$ cat src/rtl/core/chm_pkg.sv
package chm_pkg;

    // Command codes carried by an input item.
    typedef enum logic [2:0] {
        CMD_INSERT  = 3'd0,
        CMD_FIND    = 3'd1,
        CMD_REPLACE = 3'd2,
        CMD_REMOVE  = 3'd3,
        CMD_CLEAR   = 3'd4
    } t_cmd;

    // Status codes carried by a result item.
    typedef enum logic [1:0] {
        ST_DONE      = 2'd0,
        ST_NOT_FOUND = 2'd1,
        ST_FULL      = 2'd2
    } t_status;

    localparam int unsigned MIN_BUCKETS = 16;
    localparam int unsigned CFG_W       = 9;
    localparam int unsigned KEY_W       = 32;

    typedef struct packed {
        logic [2:0]       command;
        logic [KEY_W-1:0] lookup_key;
        logic [KEY_W-1:0] entry_value;
    } t_in_item;

    typedef struct packed {
        logic [1:0]       status;
        logic             hit;
        logic [KEY_W-1:0] found_value;
    } t_out_item;

    // Commands from the controller to the datapath.
    typedef struct packed {
        logic    accept;
        logic    load_head;
        logic    step;
        logic    sel_free;
        logic    push;
        logic    set_found;
        logic    rep_write;
        logic    rem_unlink;
        logic    rem_free;
        logic    sweep;
        logic    load_out;
        t_status out_status;
        logic    out_hit;
    } t_dp_cmd;

    // Status from the datapath to the controller.
    typedef struct packed {
        logic div_done;
        logic cur_nil;
        logic steps_max;
        logic key_match;
        logic free_nil;
        logic sweep_last;
        logic out_free;
    } t_dp_sts;

endpackage

$ cat src/rtl/core/chm_ctrl.sv
module chm_ctrl (
    input  logic             i_clk,
    input  logic             i_rst_n,
    input  logic             i_in_valid,
    input  logic [2:0]       i_command,
    output logic             o_in_stall,
    output chm_pkg::t_dp_cmd o_cmd,
    input  chm_pkg::t_dp_sts i_sts
);

    typedef enum logic [3:0] {
        S_SWEEP, S_IDLE, S_DIV, S_HEAD_RD, S_HEAD_LD, S_NODE_RD,
        S_NODE_CHK, S_REM_FREE, S_PUSH_RD, S_PUSH, S_DONE
    } t_state;

    t_state           r_state, n_state;
    chm_pkg::t_cmd    r_op, n_op;
    chm_pkg::t_status r_res, n_res;
    logic             r_hit, n_hit;
    logic             r_clear, n_clear;

    always_comb begin
        n_state = r_state;
        n_op    = r_op;
        n_res   = r_res;
        n_hit   = r_hit;
        n_clear = r_clear;
        o_cmd   = '0;
        o_cmd.out_status = r_res;
        o_cmd.out_hit    = r_hit;
        unique case (r_state)
            S_SWEEP: begin
                o_cmd.sweep = 1'b1;
                if (i_sts.sweep_last) begin
                    n_state = r_clear ? S_DONE : S_IDLE;
                end
            end
            S_IDLE: begin
                if (i_in_valid) begin
                    o_cmd.accept = 1'b1;
                    n_op    = chm_pkg::t_cmd'(i_command);
                    n_res   = chm_pkg::ST_DONE;
                    n_hit   = 1'b0;
                    n_clear = 1'b0;
                    case (i_command) inside
                        chm_pkg::CMD_INSERT, chm_pkg::CMD_FIND,
                        chm_pkg::CMD_REPLACE, chm_pkg::CMD_REMOVE: n_state = S_DIV;
                        chm_pkg::CMD_CLEAR: begin
                            n_clear = 1'b1;
                            n_state = S_SWEEP;
                        end
                        default: n_state = S_DONE;
                    endcase
                end
            end
            S_DIV: begin
                if (i_sts.div_done) begin
                    n_state = (r_op == chm_pkg::CMD_INSERT) ? S_PUSH_RD : S_HEAD_RD;
                end
            end
            S_HEAD_RD: n_state = S_HEAD_LD;
            S_HEAD_LD: begin
                o_cmd.load_head = 1'b1;
                n_state = S_NODE_RD;
            end
            S_NODE_RD: begin
                if (i_sts.cur_nil || i_sts.steps_max) begin
                    if (r_op == chm_pkg::CMD_REPLACE) begin
                        n_state = S_PUSH_RD;
                    end else begin
                        n_res   = chm_pkg::ST_NOT_FOUND;
                        n_state = S_DONE;
                    end
                end else begin
                    n_state = S_NODE_CHK;
                end
            end
            S_NODE_CHK: begin
                if (i_sts.key_match) begin
                    n_hit = 1'b1;
                    if (r_op == chm_pkg::CMD_FIND) begin
                        o_cmd.set_found = 1'b1;
                        n_state = S_DONE;
                    end else if (r_op == chm_pkg::CMD_REPLACE) begin
                        o_cmd.rep_write = 1'b1;
                        n_state = S_DONE;
                    end else begin
                        o_cmd.rem_unlink = 1'b1;
                        n_state = S_REM_FREE;
                    end
                end else begin
                    o_cmd.step = 1'b1;
                    n_state = S_NODE_RD;
                end
            end
            S_REM_FREE: begin
                o_cmd.rem_free = 1'b1;
                n_state = S_DONE;
            end
            S_PUSH_RD: begin
                o_cmd.sel_free = 1'b1;
                n_state = S_PUSH;
            end
            S_PUSH: begin
                if (i_sts.free_nil) begin
                    n_res = chm_pkg::ST_FULL;
                end else begin
                    o_cmd.push = 1'b1;
                end
                n_state = S_DONE;
            end
            S_DONE: begin
                if (i_sts.out_free) begin
                    o_cmd.load_out = 1'b1;
                    n_state = S_IDLE;
                end
            end
            default: n_state = S_IDLE;
        endcase
    end

    always_ff @(posedge i_clk) begin
        if (!i_rst_n) begin
            r_state <= S_SWEEP;
            r_op    <= chm_pkg::CMD_INSERT;
            r_res   <= chm_pkg::ST_DONE;
            r_hit   <= 1'b0;
            r_clear <= 1'b0;
        end else begin
            r_state <= n_state;
            r_op    <= n_op;
            r_res   <= n_res;
            r_hit   <= n_hit;
            r_clear <= n_clear;
        end
    end

    assign o_in_stall = (r_state != S_IDLE);

endmodule

$ cat config.mk
export PLATFORM = sky130hd
export DESIGN_NAME = chm_ctrl
export DESIGN_NICKNAME = d
export VERILOG_FILES = /design/src/rtl/core/chm_pkg.sv /design/src/rtl/core/chm_ctrl.sv
export SDC_FILE = /design/constraint.sdc
export NUM_CORES = 1
export LEC_CHECK = 0
export BUFFER_PORTS_ARGS = -buffer_cell sky130_fd_sc_hd__buf_2
export CORE_MARGIN = 4
export CORE_UTILIZATION = 49
export DETAILED_ROUTE_END_ITERATION = 10
export GPL_TIMING_DRIVEN = 0
export PLACE_DENSITY = 0.86
export SLEW_MARGIN = 20
export SYNTH_ARGS = -nofsm -noshare
export SYNTH_HDL_FRONTEND = slang
export SYNTH_SLANG_ARGS = --single-unit
$ cat constraint.sdc
create_clock -name i_clk -period 1.94 [get_ports i_clk]
set_clock_uncertainty 0.1 [all_clocks]
set_input_delay 0.194 -clock i_clk [delete_from_list [all_inputs] [get_ports i_clk]]
set_output_delay 0.194 -clock i_clk [all_outputs]
set_load 0.02 [all_outputs]
Yosys cells after proc, flatten, opt, wreduce, memory -nomap -nowiden
Cells that the tools add are included.
W data, S select, Z words.
{ "totals": {"ff_bits": 11, "in_bits": 13, "output_inout_bits": 15, "elab_cells": 84} }
{ "op_classes": {"eq_ne": 25, "n_mux": 42, "n_reduce_logical": 12} }
{ "ops": {"columns": ["operator", "count"], "rows": [
  ["$mux W4", 12],
  ["$pmux W4 S10", 1],
  ["$mux W1", 19],
  ["$eq A4 B3 Y1 const B", 4],
  ["$ne A2 B2 Y1 const B", 8],
  ["$eq A4 B4 Y1 const B", 3],
  ["$mux W2", 6],
  ["$eq A3 B2 Y1 const B", 3],
  ["$eq A4 B2 Y1 const B", 2],
  ["$eq A3 B1 Y1 const B", 2],
  ["$logic_not A3 Y1", 2],
  ["$mux W3", 2],
  ["$pmux W2 S3", 1],
  ["$reduce_and A5 Y1", 1],
  ["$eq A4 B1 Y1 const B", 1],
  ["$logic_not A4 Y1", 1],
  ["$ne A4 B1 Y1 const B", 1],
  ["$reduce_and A4 Y1", 1],
  ["$reduce_or A4 Y1", 1],
  ["$eq A3 B3 Y1 const B", 1],
  ["$reduce_and A3 Y1", 1],
  ["$reduce_bool A3 Y1", 1],
  ["$pmux W1 S2", 1],
  ["$reduce_and A2 Y1", 1],
  ["other kinds (3)", 3]
]} }

Depth between registers and ports, before layout
Gate-level depths: netlist of run 1.
{ "depth": {"word_depth": 5, "mapped_depth": 6, "depth_no_buf": 4} }

Worst setup path after synthesis of run 1
No wires, ideal clock.
{ "synth_path": {"path_type": "register to output", "from": "register r_state[3]", "to": "output o_cmd[8] (netlist bit)", "t_arrival_ns": 1.629, "required_ns": 1.646, "path_slack_ns": 0.017, "path_stages_with_launch": 5, "n_path_buf": 1, "path_cell_list": "dfxtp_1 > buf_2 > and4bb_2 > nand2_1 > nor4b_1"} }
{ "synth_rtl": {"columns": ["element", "line_no", "source"], "rows": [
  ["from (decl)", "chm_ctrl.sv:16", "t_state r_state, n_state;"],
  ["from (signal assigned)", "chm_ctrl.sv:130", "r_state <= n_state;"],
  ["to (decl)", "chm_ctrl.sv:7", "output chm_pkg::t_dp_cmd o_cmd,"]
]} }

==> summary.txt, run 1 <==
Worst setup path
  • Most prevalent standard cell on the critical path: buf_4
  • Endpoint type of the worst setup path: output port
  • Number of cells on the worst reg-to-reg path: 4
  • Capturing instance or port of the critical path: o_cmd[8]
  • Required time at the worst-slack endpoint: 1.65 ns
  • Data arrival, critical path: 1.57 ns
  • Worst reg2reg endpoint: r_state[3]$_SDFFE_PN0P_
  • Critical path startpoint: r_state[3]$_SDFFE_PN0P_
  • R2R Path Start: r_state[2]$_SDFFE_PN0P_
  • Setup slack on the worst flop-to-flop path: 0.17 ns
  • Cell with the biggest individual delay on the critical path: dfxtp_1
  • CP Cell Sequence: buf_4 -> and4bb_2 -> nand2_2 -> nor4b_2 -> buf_4
  • Worst setup path class: reg -> out
  • Startpoint kind of the worst setup timing path: register
  • Slowest stage delay, CP: 0.32 ns
  • CP max FO: 10

Logic synthesis
  • Number of nets produced by synthesis: 120
  • Post-synthesis instance area: 832 um^2
  • Cell type contributing the most total cell area after synthesis: dfxtp_1
  • Mean instance size in the synthesized netlist: 7.78 um^2
  • Count of synthesis-stage warnings from yosys: 0
  • Number of distinct library cells after synthesis: 49
  • Portion of synthesized cell area occupied by the leading cell type: 0.265
  • Synth top cells by count: nor2_1 (13), dfxtp_1 (11), a21oi_1 (7)
  • Number of synthesized flops with an enable pin: 0
  • Synth top area cells: dfxtp_1 (26%), mux2i_1 (6.0%), nor2_1 (5.9%)
  • Flop and latch count out of synthesis: 11
  • Synth Flop Type: dfxtp_1
  • Library cell with the highest instance count after synthesis: nor2_1
  • Fraction of registers with async set/reset: 0
  • Number of instances in the synthesized netlist: 107
  • Proportion of synthesized chip area in sequential cells: 0.265

Place
  • Count of input and output buffers: 27
  • Place WS: 0.146 ns
  • HPWL after detailed placement: 1780 um
  • GPL Wtd Cong: 0.934

STA
  • Max_slew headroom: 0.719
  • Setup-violating endpoint count in the final report: 0
  • Setup ws final: 0.0804 ns
  • Upper clock frequency limit: 538 MHz
  • Minimum clock period after layout: 1.86 ns
  • Ratio of final minimum period to clock period: 0.959
  • Number of max-slew violations in the final report: 0
  • Number of failing hold endpoints at the final stage: 0
  • Worst hold slack after final layout: 0.0868 ns
  • Transition time at the pin with the least slew margin: 0.418 ns

Floorplan
  • Number of placement rows: 14
  • Die X-Extent: 49.2 um
  • Effective utilization at floorplan: 0.534
  • Die area: 2420 um^2
  • CORE AREA: 1560 um^2
  • Vert. Die Dim: 49.2 um
  • I/O pins: 28

Clocking
  • Clock network latency to the later pin of the worst-skew pair: 0.28 ns
  • Cell at the root of the clock tree: clkbuf_4
  • Number of buffers on the longest clock path: 2
  • Clock tree from TritonCTS: yes
  • Number of sinks handled by clock tree synthesis: 11
  • Cts-stage hold buffer count: 0
  • Clock slew at the register clock pins of the worst setup and hold paths: 0.08 ns
  • CTS Buf Count: 3
  • Maximum level of the CTS H-tree: 1

Min path
  • Min-Delay Path Class: in -> reg

Detailed routing
  • Mean routed wirelength per cell: 15.9 um
  • Drt initial violations: 43
  • Via count normalized by instance count: 6.31
  • Drt pass-1 iters: 4
  • Total length of routed wires: 2440 um
  • Number of remaining DRC errors: 0
  • Post-DRT Antenna Nets: 0
  • Total vias in the final route: 972

Global routing
  • Gr ovfl total: 0
  • Antenna violations before repair: 0
  • Total routing resource utilization after global routing: 0.219
  • Vias in the first global route: 905
  • First-pass GRT wire length: 4220 um
  • Pin count of the biggest net entering global routing: 11

Power and ir drop
  • Peak supply drop: 0.409 mV
  • Share of power burned in the clock network: 0.190
  • Part of the total power dissipated in combinational logic: 0.465
  • Net switching power of the design: 0.000347 W
  • Share of total power in sequential cells: 0.345
  • Power consumption: 0.000842 W
  • P_leak: 0.465 nW
  • Total power divided by cell area: 803 nW/um^2
  • Sw frac: 0.411
  • Internal cell power: 0.000496 W

Run status
  • Outcome: finished, final reports clean

Job
  • Max-capacitance violation count: 0

Finish
  • Layout area overhead: 26.0%
  • Count of antenna diodes in the layout: 0
  • Count of filler cells inserted in the layout: 137
  • Final standard cell utilization of the core: 0.673
  • Share of cells above drive strength 1: 0.326
  • Number of nets in the finished design: 152
==> cells by family after synthesis <==
group           count (synthesis)  synth area share
buf+inv                        12            0.0616
xor+xnor                        1            0.0105
compound gates                 31             0.251
mux                             5            0.0602
flops                          11             0.265
simple gates                   47             0.352
==> what timing repair did <==
action                     in CTS  in global routing
pin swaps                       1                  0
setup endpoints to repair       2                  6
cloned                          0                  0
gates resized for setup         4                  9
setup buffers                   1                  0
hold endpoints to repair        0                  0
==> layout by cell type (no fill, tap or decap), types with 3 or more instances in the layout <==
cell type and n:
clkbuf_4 3, mux2i_1 5, dfxtp_1 10, buf_2 27
inv_1 4, a21oi_1 7, buf_4 4, nor3_1 5
nor2_1 12, o21ai_0 5
==> state kept, by name, indices dropped and copies added (netlist names) <==
name	cells
r_state	4
r_op	3
r_res	2
r_clear	1
r_hit	1
==> worst min-delay path by stage <==
stage                      start  slack, ns                       to  cells past startpoint
finish                   i_rst_n       0.09  r_state[3]$_SDFFE_PN0P_                      3
global route             i_rst_n       0.09  r_state[3]$_SDFFE_PN0P_                      3
CTS                      i_rst_n       0.08  r_state[3]$_SDFFE_PN0P_                      3
detailed placement  i_command[1]       0.37     r_op[1]$_SDFFE_PN0P_                      3
global placement    i_command[2]       0.35     r_op[2]$_SDFFE_PN0P_                      3
floorplan                i_rst_n       0.23  r_state[3]$_SDFFE_PN0P_                      2
==> cell type report <==
class	count	area, um^2	share of cell area
clock buffer	4	26.3	0.0251
multi-input combinational	84	583	0.556
sequential	11	221	0.211
tap	16	20.0	0.0191
buffer	6	33.8	0.0322
timing repair buffer	28	145	0.138
inverter	5	18.8	0.0179
==> stage by stage <==
step | setup TNS, ns | std cells | instance area (um^2)
final | 0 | 154 | 1050
after global routing | -0.00988 | 154 | 1050
after CTS | 0 | 155 | 1040
after detailed placement | 0 | 150 | 987
after global placement | 0 | 150 | 987
after floorplan | 0 | 107 | 832
==> metal layers <==
metal / track usage / share of wire / up-vias
met5: 0 / 0 / -
met3: 0.0550 / 0.098 / 6
met4: 0.0948 / 0.015 / 0
met1: 0.278 / 0.42 / 446
li1: - / - / 466
met2: 0.344 / 0.47 / 54
==> critical path, delay by kind of cell, from the launching register on <==
family / cells / cell delay (ns)
buf+inv: 2 / 0.35
simple gates: 3 / 0.62
flops: 1 / 0.32
==> power groups by stage <==
stage / clock (W) / sequential (W) / combinational [W]
final: 0.000160 / 0.000291 / 0.000392
after global routing: 0.000176 / 0.000297 / 0.000431
after CTS: 0.000163 / 0.000283 / 0.000384
after floorplan: 0 / 0.000277 / 0.000282
after detailed placement: 0 / 0.000288 / 0.000375
after global placement: 0 / 0.000287 / 0.000367
(Power assumes the default switching activity.)
==> run 2: changes to the inputs <==
--- a/config.mk
+++ b/config.mk
@@ -13,2 +13,3 @@
 export PLACE_DENSITY = 0.86
+export SETUP_SLACK_MARGIN = 0.3
 export SLEW_MARGIN = 20
--- a/constraint.sdc
+++ b/constraint.sdc
@@ -4,2 +4,2 @@
 set_output_delay 0.194 -clock i_clk [all_outputs]
-set_load 0.02 [all_outputs]
+set_load 0.05 [all_outputs]
==> run 2 against run 1 <==
  * Combinational power grew 120%
  * Worst hold slack gained 0.036 ns
  * First-iteration DRC count grew to 2.9 times the previous value
  * Critical path depth grew 2
  * Global-route usage grew 8.5 points
  * Highest routed layer unchanged
  * Sequential share of layout area shrank 5.8 points
  * Critical endpoint is now r_state[3]$_SDFFE_PN0P_
  * The run now ends with negative setup slack left
==> summary.txt, run 2 (synthesis results as in run 1) <==
Worst setup path
  • Number of cells on the worst reg-to-reg path: 7 (+3)
  • Required time at the worst-slack endpoint: 2.04 ns (+0.39 ns)
  • Worst setup path class: reg -> reg
  • Critical path startpoint: r_state[3]$_SDFFE_PN0P_
  • Startpoint kind of the worst setup timing path: register
  • Data arrival, critical path: 2.27 ns (+0.70 ns)
  • Worst reg2reg endpoint: r_state[3]$_SDFFE_PN0P_
  • R2R Path Start: r_state[3]$_SDFFE_PN0P_
  • Setup slack on the worst flop-to-flop path: -0.23 ns (-0.40 ns)
  • Endpoint type of the worst setup path: register
  • CP max FO: 10 (unchanged)

Place
  • GPL Wtd Cong: 0.866 (-7.2%)
  • Total cell area at the placement stage: 1060 um^2 (+7.9%)
  • Count of input and output buffers: 27 (unchanged)
  • HPWL after detailed placement: 1850 um (+3.9%)

Floorplan
  • Die X-Extent: 49.2 um (unchanged)
  • Number of placement rows: 14 (unchanged)
  • Vert. Die Dim: 49.2 um (unchanged)
  • I/O pins: 28 (unchanged)
  • Effective utilization at floorplan: 0.534 (unchanged)
  • Die area: 2420 um^2 (unchanged)
  • CORE AREA: 1560 um^2 (unchanged)

Power and ir drop
  • P_leak: 0.630 nW (+36%)
  • Total power divided by cell area: 876 nW/um^2 (+9.0%)
  • Peak supply drop: 0.688 mV (+68%)

Finish
  • Largest Register: r_state
  • Share of cells above drive strength 1: 0.551 (+0.225)
  • Register Area: 233 um^2 (+5.1%)
  • Area of all placed cells without fillers: 1520 um^2 (+45%)
  • Commonest non-fill, non-tap cell in the layout: buf_4
  • Count of filler cells inserted in the layout: 25 (-82%)
  • Commonest cells after routing, fill and taps aside: buf_4 (16), buf_2 (15), buf_6 (13)
  • Layout area overhead: 82.1%
  • Count of antenna diodes in the layout: 0 (unchanged)
  • Number of nets in the finished design: 172 (+13%)
  • Registers with the most flip-flops: r_state x4, r_op x3, r_res x2
  • Flip-flop count of the largest register after layout: 4 (unchanged)
  • Area taken by multi-input logic gates: 716 um^2 (+23%)
  • Final standard cell utilization of the core: 0.972 (+0.299)

Detailed routing
  • Via count normalized by instance count: 7.67 (+21%)
  • Total length of routed wires: 5150 um (+110%)
  • Number of remaining DRC errors: 0 (unchanged)
  • Drt pass-1 iters: 6 (+2)
  • Post-DRT Antenna Nets: 0 (unchanged)
  • Total vias in the final route: 1334 (+37%)
  • Mean routed wirelength per cell: 29.6 um (+87%)
  • Drt initial violations: 124 (+190%)

STA
  • Unrepaired setup endpoints after global routing: true
  • Minimum clock period after layout: 2.17 ns (+0.309 ns)
  • Upper clock frequency limit: 461 MHz (-14%)
  • Total Neg Setup Slack: -0.276 ns (-0.276 ns)
  • Max_slew headroom: 0.448 (-0.271)
  • Transition time at the pin with the least slew margin: 0.807 ns (+0.389 ns)
  • Setup ws final: -0.229 ns (-0.309 ns)
  • Setup-violating endpoint count in the final report: 3 (+3)
  • Ratio of final minimum period to clock period: 1.12 (+0.159)
  • Worst hold slack after final layout: 0.122 ns (+0.0356 ns)
  • Number of failing hold endpoints at the final stage: 0 (unchanged)
  • Number of max-slew violations in the final report: 0 (unchanged)

Min path
  • Worst min-delay path startpoint: i_rst_n
  • Hold Path End: r_state[3]$_SDFFE_PN0P_
  • Min-Delay Path Class: in -> reg
  • Worst Hold Path Cells: 3 (unchanged)

Run status
  • Outcome: finished with violations
  • Failing checks: negative setup slack

Clocking
  • Clock tree from TritonCTS: yes
  • Cell at the root of the clock tree: clkbuf_4
  • Clock network latency to the later pin of the worst-skew pair: 0.28 ns (about the same)
  • Maximum level of the CTS H-tree: 1 (unchanged)
  • Number of buffers on the longest clock path: 2 (unchanged)
  • Number of sinks handled by clock tree synthesis: 11 (unchanged)
  • Clock slew at the register clock pins of the worst setup and hold paths: 0.08 ns (about the same)
  • CTS Buf Count: 3 (unchanged)

Global routing
  • Pin count of the biggest net entering global routing: 11 (unchanged)
  • Total routing resource utilization after global routing: 0.303 (+0.0848)
  • Antenna violations before repair: 0 (unchanged)
  • Vias in the first global route: 1154 (+28%)
  • Gr ovfl total: 0 (unchanged)
  • First-pass GRT wire length: 5660 um (+34%)

Job
  • Max-capacitance violation count: 0 (unchanged)
[run 2: critical path, cell delays in order, from the launching register on]
cell and delay [ns]:
dfxtp_2 0.37, buf_6 0.13, buf_12 0.12, buf_12 0.13
inv_1 0.09, a2111oi_0 0.74, nor3_1 0.17, a31oi_2 0.24
[run 2: power by group]
group          switching (W)  total, W  leakage [nW]  internal, W
registers          0.0000483  0.000304        0.0919     0.000256
clock network      0.0000920  0.000172        0.0150    0.0000798
logic               0.000472  0.000852         0.523     0.000380
total               0.000612   0.00133         0.630     0.000716
[run 2: worst max-delay path by stage]
stage / to / slack, ns
floorplan: o_cmd[8] / 0.12
CTS: o_cmd[8] / 0.05
global route: r_state[3]$_SDFFE_PN0P_ / -0.16
detailed placement: r_state[0]$_SDFFE_PN0P_ / -0.05
global placement: o_cmd[13] / 0.07
finish: r_state[3]$_SDFFE_PN0P_ / -0.23
[run 2: area by class of cell]
class,count,area share
inverter,5,0.0140
clock buffer,4,0.0173
timing repair buffer,47,0.276
multi-input combinational,84,0.472
sequential,11,0.154
buffer,7,0.0537
tap,16,0.0132
[run 2: stage by stage]
stage / setup WS (ns) / total power, W / instances
after floorplan: 0.124 / 0.000675 / 107
after global placement: 0.0679 / 0.000770 / 150
after detailed placement: -0.0528 / 0.000786 / 150
after CTS: 0.0530 / 0.00110 / 168
after global routing: -0.157 / 0.00137 / 174
final: -0.229 / 0.00133 / 174
[run 2: layer usage]
layer | GRT usage | routed length [um] | vias to the layer above
met5 | 0 | 0 | -
met2 | 0.513 | 2270 | 172
met1 | 0.340 | 1630 | 588
met4 | 0.194 | 547 | 0
li1 | - | - | 507
met3 | 0.0642 | 698 | 67
[run 2: timing repair]
item,CTS,global route
resized for setup,48,30
hold buffers,0,0
setup endpoints to repair,22,17
pin swaps,10,10
buffers inserted,14,6
endpoints found under the hold margin,0,0
==> run 3: changes to the inputs <==
CORE_MARGIN = unset   (was 4)
CORE_UTILIZATION = 40   (was 49)
PLACE_DENSITY = 0.74   (was 0.86)
RECOVER_POWER = 100   (was unset)
==> run 3 against run 2 <==
  * The flow now finishes without violations
  * Core utilization is 23 points lower
  * Critical path depth increased by 1
  * Register-to-register slack improved by 0.34 ns
  * Flip-flop and latch count is the same
  * Fmax rose by 16%
  * Die area shrank 6.4%
  * Sequential share of layout area increased by 0.59 points
  * Combinational power shrank 15%
  * Total power decreased by 12%
  * Cell area decreased by 3.7%
  * Global-route usage fell by 4.4 points
  * Setup slack gained 0.30 ns
  * Largest cell class unchanged
==> summary.txt, run 3 (synthesis results as in run 1) <==
Detailed routing
  • Total length of routed wires: 3100 um (-40%)
  • Number of remaining DRC errors: 0 (unchanged)
  • Post-DRT Antenna Nets: 0 (unchanged)
  • Via count normalized by instance count: 6.03 (-21%)
  • Drt pass-1 iters: 4 (-2)
  • Mean routed wirelength per cell: 16.6 um (-44%)
  • Drt initial violations: 31 (-75%)
  • Total vias in the final route: 1128 (-15%)

Place
  • Place WS: 0.0429 ns (+0.0957 ns)
  • GPL Wtd Cong: 0.898 (+3.7%)
  • HPWL after detailed placement: 1700 um (-7.9%)
  • Total cell area at the placement stage: 1080 um^2 (+1.3%)
  • Cell count after placement: 161 (+7.3%)
  • Count of input and output buffers: 27 (unchanged)

Clocking
  • Clock slew at the register clock pins of the worst setup and hold paths: 0.08 ns (about the same)
  • Clock tree from TritonCTS: yes
  • Cell at the root of the clock tree: clkbuf_4
  • CTS Buf Count: 3 (unchanged)
  • Maximum level of the CTS H-tree: 1 (unchanged)
  • Cts-stage hold buffer count: 0 (unchanged)
  • Number of buffers on the longest clock path: 2 (unchanged)
  • Number of sinks handled by clock tree synthesis: 11 (unchanged)
  • Clock network latency to the later pin of the worst-skew pair: 0.27 ns (about the same)

Floorplan
  • Die area: 2270 um^2 (-6.4%)
  • Effective utilization at floorplan: 0.424 (-0.110)
  • Vert. Die Dim: 47.6 um (-3.2%)
  • CORE AREA: 1960 um^2 (+26%)
  • Number of placement rows: 16 (+2)
  • Die X-Extent: 47.6 um (-3.2%)
  • I/O pins: 28 (unchanged)

STA
  • Unrepaired setup endpoints after global routing: true
  • Minimum clock period after layout: 1.87 ns (-0.299 ns)
  • Setup ws final: 0.0704 ns (+0.299 ns)
  • Setup-violating endpoint count in the final report: 0 (-3)
  • Number of max-slew violations in the final report: 0 (unchanged)
  • Total Neg Setup Slack: 0 ns (+0.276 ns)
  • Number of failing hold endpoints at the final stage: 0 (unchanged)
  • Ratio of final minimum period to clock period: 0.964 (-0.154)
  • Transition time at the pin with the least slew margin: 0.591 ns (-0.217 ns)
  • Upper clock frequency limit: 535 MHz (+16%)
  • Max_slew headroom: 0.608 (+0.160)

Worst setup path
  • Most prevalent standard cell on the critical path: buf_6
  • Crit path buf inv count: 6 (+2)
  • Critical path startpoint: r_state[3]$_SDFFE_PN0P_
  • Setup slack on the worst flop-to-flop path: 0.11 ns (+0.34 ns)
  • Number of cells on the worst reg-to-reg path: 7 (unchanged)
  • Slowest stage delay, CP: 0.34 ns (-0.40 ns)
  • Endpoint type of the worst setup path: output port
  • R2R Path Start: r_state[3]$_SDFFE_PN0P_
  • Worst setup path class: reg -> out
  • Required time at the worst-slack endpoint: 1.65 ns (-0.39 ns)
  • Startpoint kind of the worst setup timing path: register
  • Data arrival, critical path: 1.58 ns (-0.69 ns)
  • Cell class contributing the biggest share of worst-path delay: buffers and inverters
  • CP Cell Sequence: buf_6 -> buf_6 -> buf_6 -> nor2b_4 -> buf_4 -> nand3_4 -> inv_1 -> buf_8
  • CP max FO: 4 (-6)
  • Cell with the biggest individual delay on the critical path: dfxtp_2
  • Worst reg2reg endpoint: r_res[0]$_SDFFE_PN0P_

Power and ir drop
  • Share of power burned in the clock network: 0.135 (+0.006)
  • P_leak: 0.606 nW (-3.8%)
  • Total power divided by cell area: 804 nW/um^2 (-8.2%)
  • Sw frac: 0.429 (-0.0316)
  • Part of the total power dissipated in combinational logic: 0.616 (-0.026)
  • Share of total power in sequential cells: 0.249 (+0.020)
  • Peak supply drop: 0.476 mV (-31%)
  • Internal cell power: 0.000669 W (-6.5%)
  • Net switching power of the design: 0.000504 W (-18%)

Min path
  • Worst min-delay path startpoint: i_command[1]
  • Hold Path End: r_op[1]$_SDFFE_PN0P_
  • Min-Delay Path Class: in -> reg
  • Worst Hold Path Cells: 3 (unchanged)

Finish
  • Final standard cell utilization of the core: 0.744 (-0.228)
  • Count of antenna diodes in the layout: 0 (unchanged)
  • Flip-flop count of the largest register after layout: 4 (unchanged)
  • Commonest non-fill, non-tap cell in the layout: buf_4
  • Commonest cells after routing, fill and taps aside: buf_4 (22), buf_2 (12), buf_6 (8), nor2_1 (8), dfxtp_1 (7)
  • Number of nets in the finished design: 174 (+1.2%)
  • Count of filler cells inserted in the layout: 163 (+550%)
  • Registers with the most flip-flops: r_state x4, r_op x3, r_res x2
  • Area of all placed cells without fillers: 1460 um^2 (-3.7%)
  • Largest Register: r_state
  • Share of cells above drive strength 1: 0.513 (-0.0381)
  • Layout area overhead: 75.3%
  • Number of cells in the finished layout apart from fillers: 187 (+7.5%)

Global routing
  • Vias in the first global route: 874 (-24%)
  • Total routing resource utilization after global routing: 0.260 (-0.0435)
  • First-pass GRT wire length: 4130 um (-27%)
  • Pin count of the biggest net entering global routing: 11 (unchanged)
  • Gr ovfl total: 0 (unchanged)
  • Antenna violations before repair: 0 (unchanged)

Run status
  • Outcome: finished, final reports clean

Job
  • Max-capacitance violation count: 0 (unchanged)
==> run 3: cell types whose count changed in the layout (fill, tap and decap cells not counted), moves of 2 or more <==
cell      previous run  this run
buf_8                6         2
buf_4               16        22
buf_2               15        12
buf_6               13         8
clkbuf_1             1         5
clkbuf_2             0         2
clkbuf_4             3         5
nand2_1              2         0
nand2_2              0         2
==> run 3: per-layer routing <==
layer  up-vias  share of wire  track usage
met5         -              0            0
met4         0          0.027       0.0889
met3        12          0.071       0.0264
met2        73           0.51        0.458
met1       533           0.39        0.330
li1        510              -            -
==> run 3: power groups by stage <==
stage	Combinational, W	Sequential, W	Clock, W
after floorplan	0.000392	0.000283	0
after global placement	0.000482	0.000293	0
after detailed placement	0.000486	0.000294	0
after CTS	0.000622	0.000293	0.000165
after global routing	0.000762	0.000296	0.000175
final	0.000722	0.000292	0.000158
==> run 3: stage by stage <==
step / hold slack [ns] / total power [W]
floorplan: 0.224 / 0.000675
global placement: 0.344 / 0.000775
detailed placement: 0.359 / 0.000780
CTS: 0.0808 / 0.00108
global route: 0.0950 / 0.00123
finish: 0.0913 / 0.00117
==> run 3: worst register-to-register path: stages (launching register included) <==
cell and delay, ns:
dfxtp_2 0.36, buf_6 0.11, buf_6 0.10, buf_6 0.10, nand3b_1 0.07, a211o_1 0.30
or4b_1 0.48, a21oi_1 0.13
==> run 3: worst max path at each step <==
stage                     slack, ns  cells after the start                      end
final                          0.07                      8                o_cmd[13]
after global placement         0.04                      5                o_cmd[13]
after global routing           0.02                      8                o_cmd[13]
after detailed placement       0.04                      5  r_state[0]$_SDFFE_PN0P_
after CTS                      0.03                      5                 o_cmd[8]
after floorplan                0.12                      4                 o_cmd[8]
==> run 3: cell type report <==
class                      count  area [um^2]  share of cell area
buffer                         7         91.3              0.0626
clock buffer                   4         26.3              0.0180
inverter                       5         18.8              0.0129
multi-input combinational     84          701               0.480
sequential                    11          233               0.160
tap                           27         33.8              0.0232
timing repair buffer          49          355               0.244
==> run 3: repair_timing <==
action / in CTS / in global routing
pin swaps: 7 / 12
setup buffers: 12 / 10
resized for setup: 51 / 26
endpoints found under the setup margin: 22 / 17
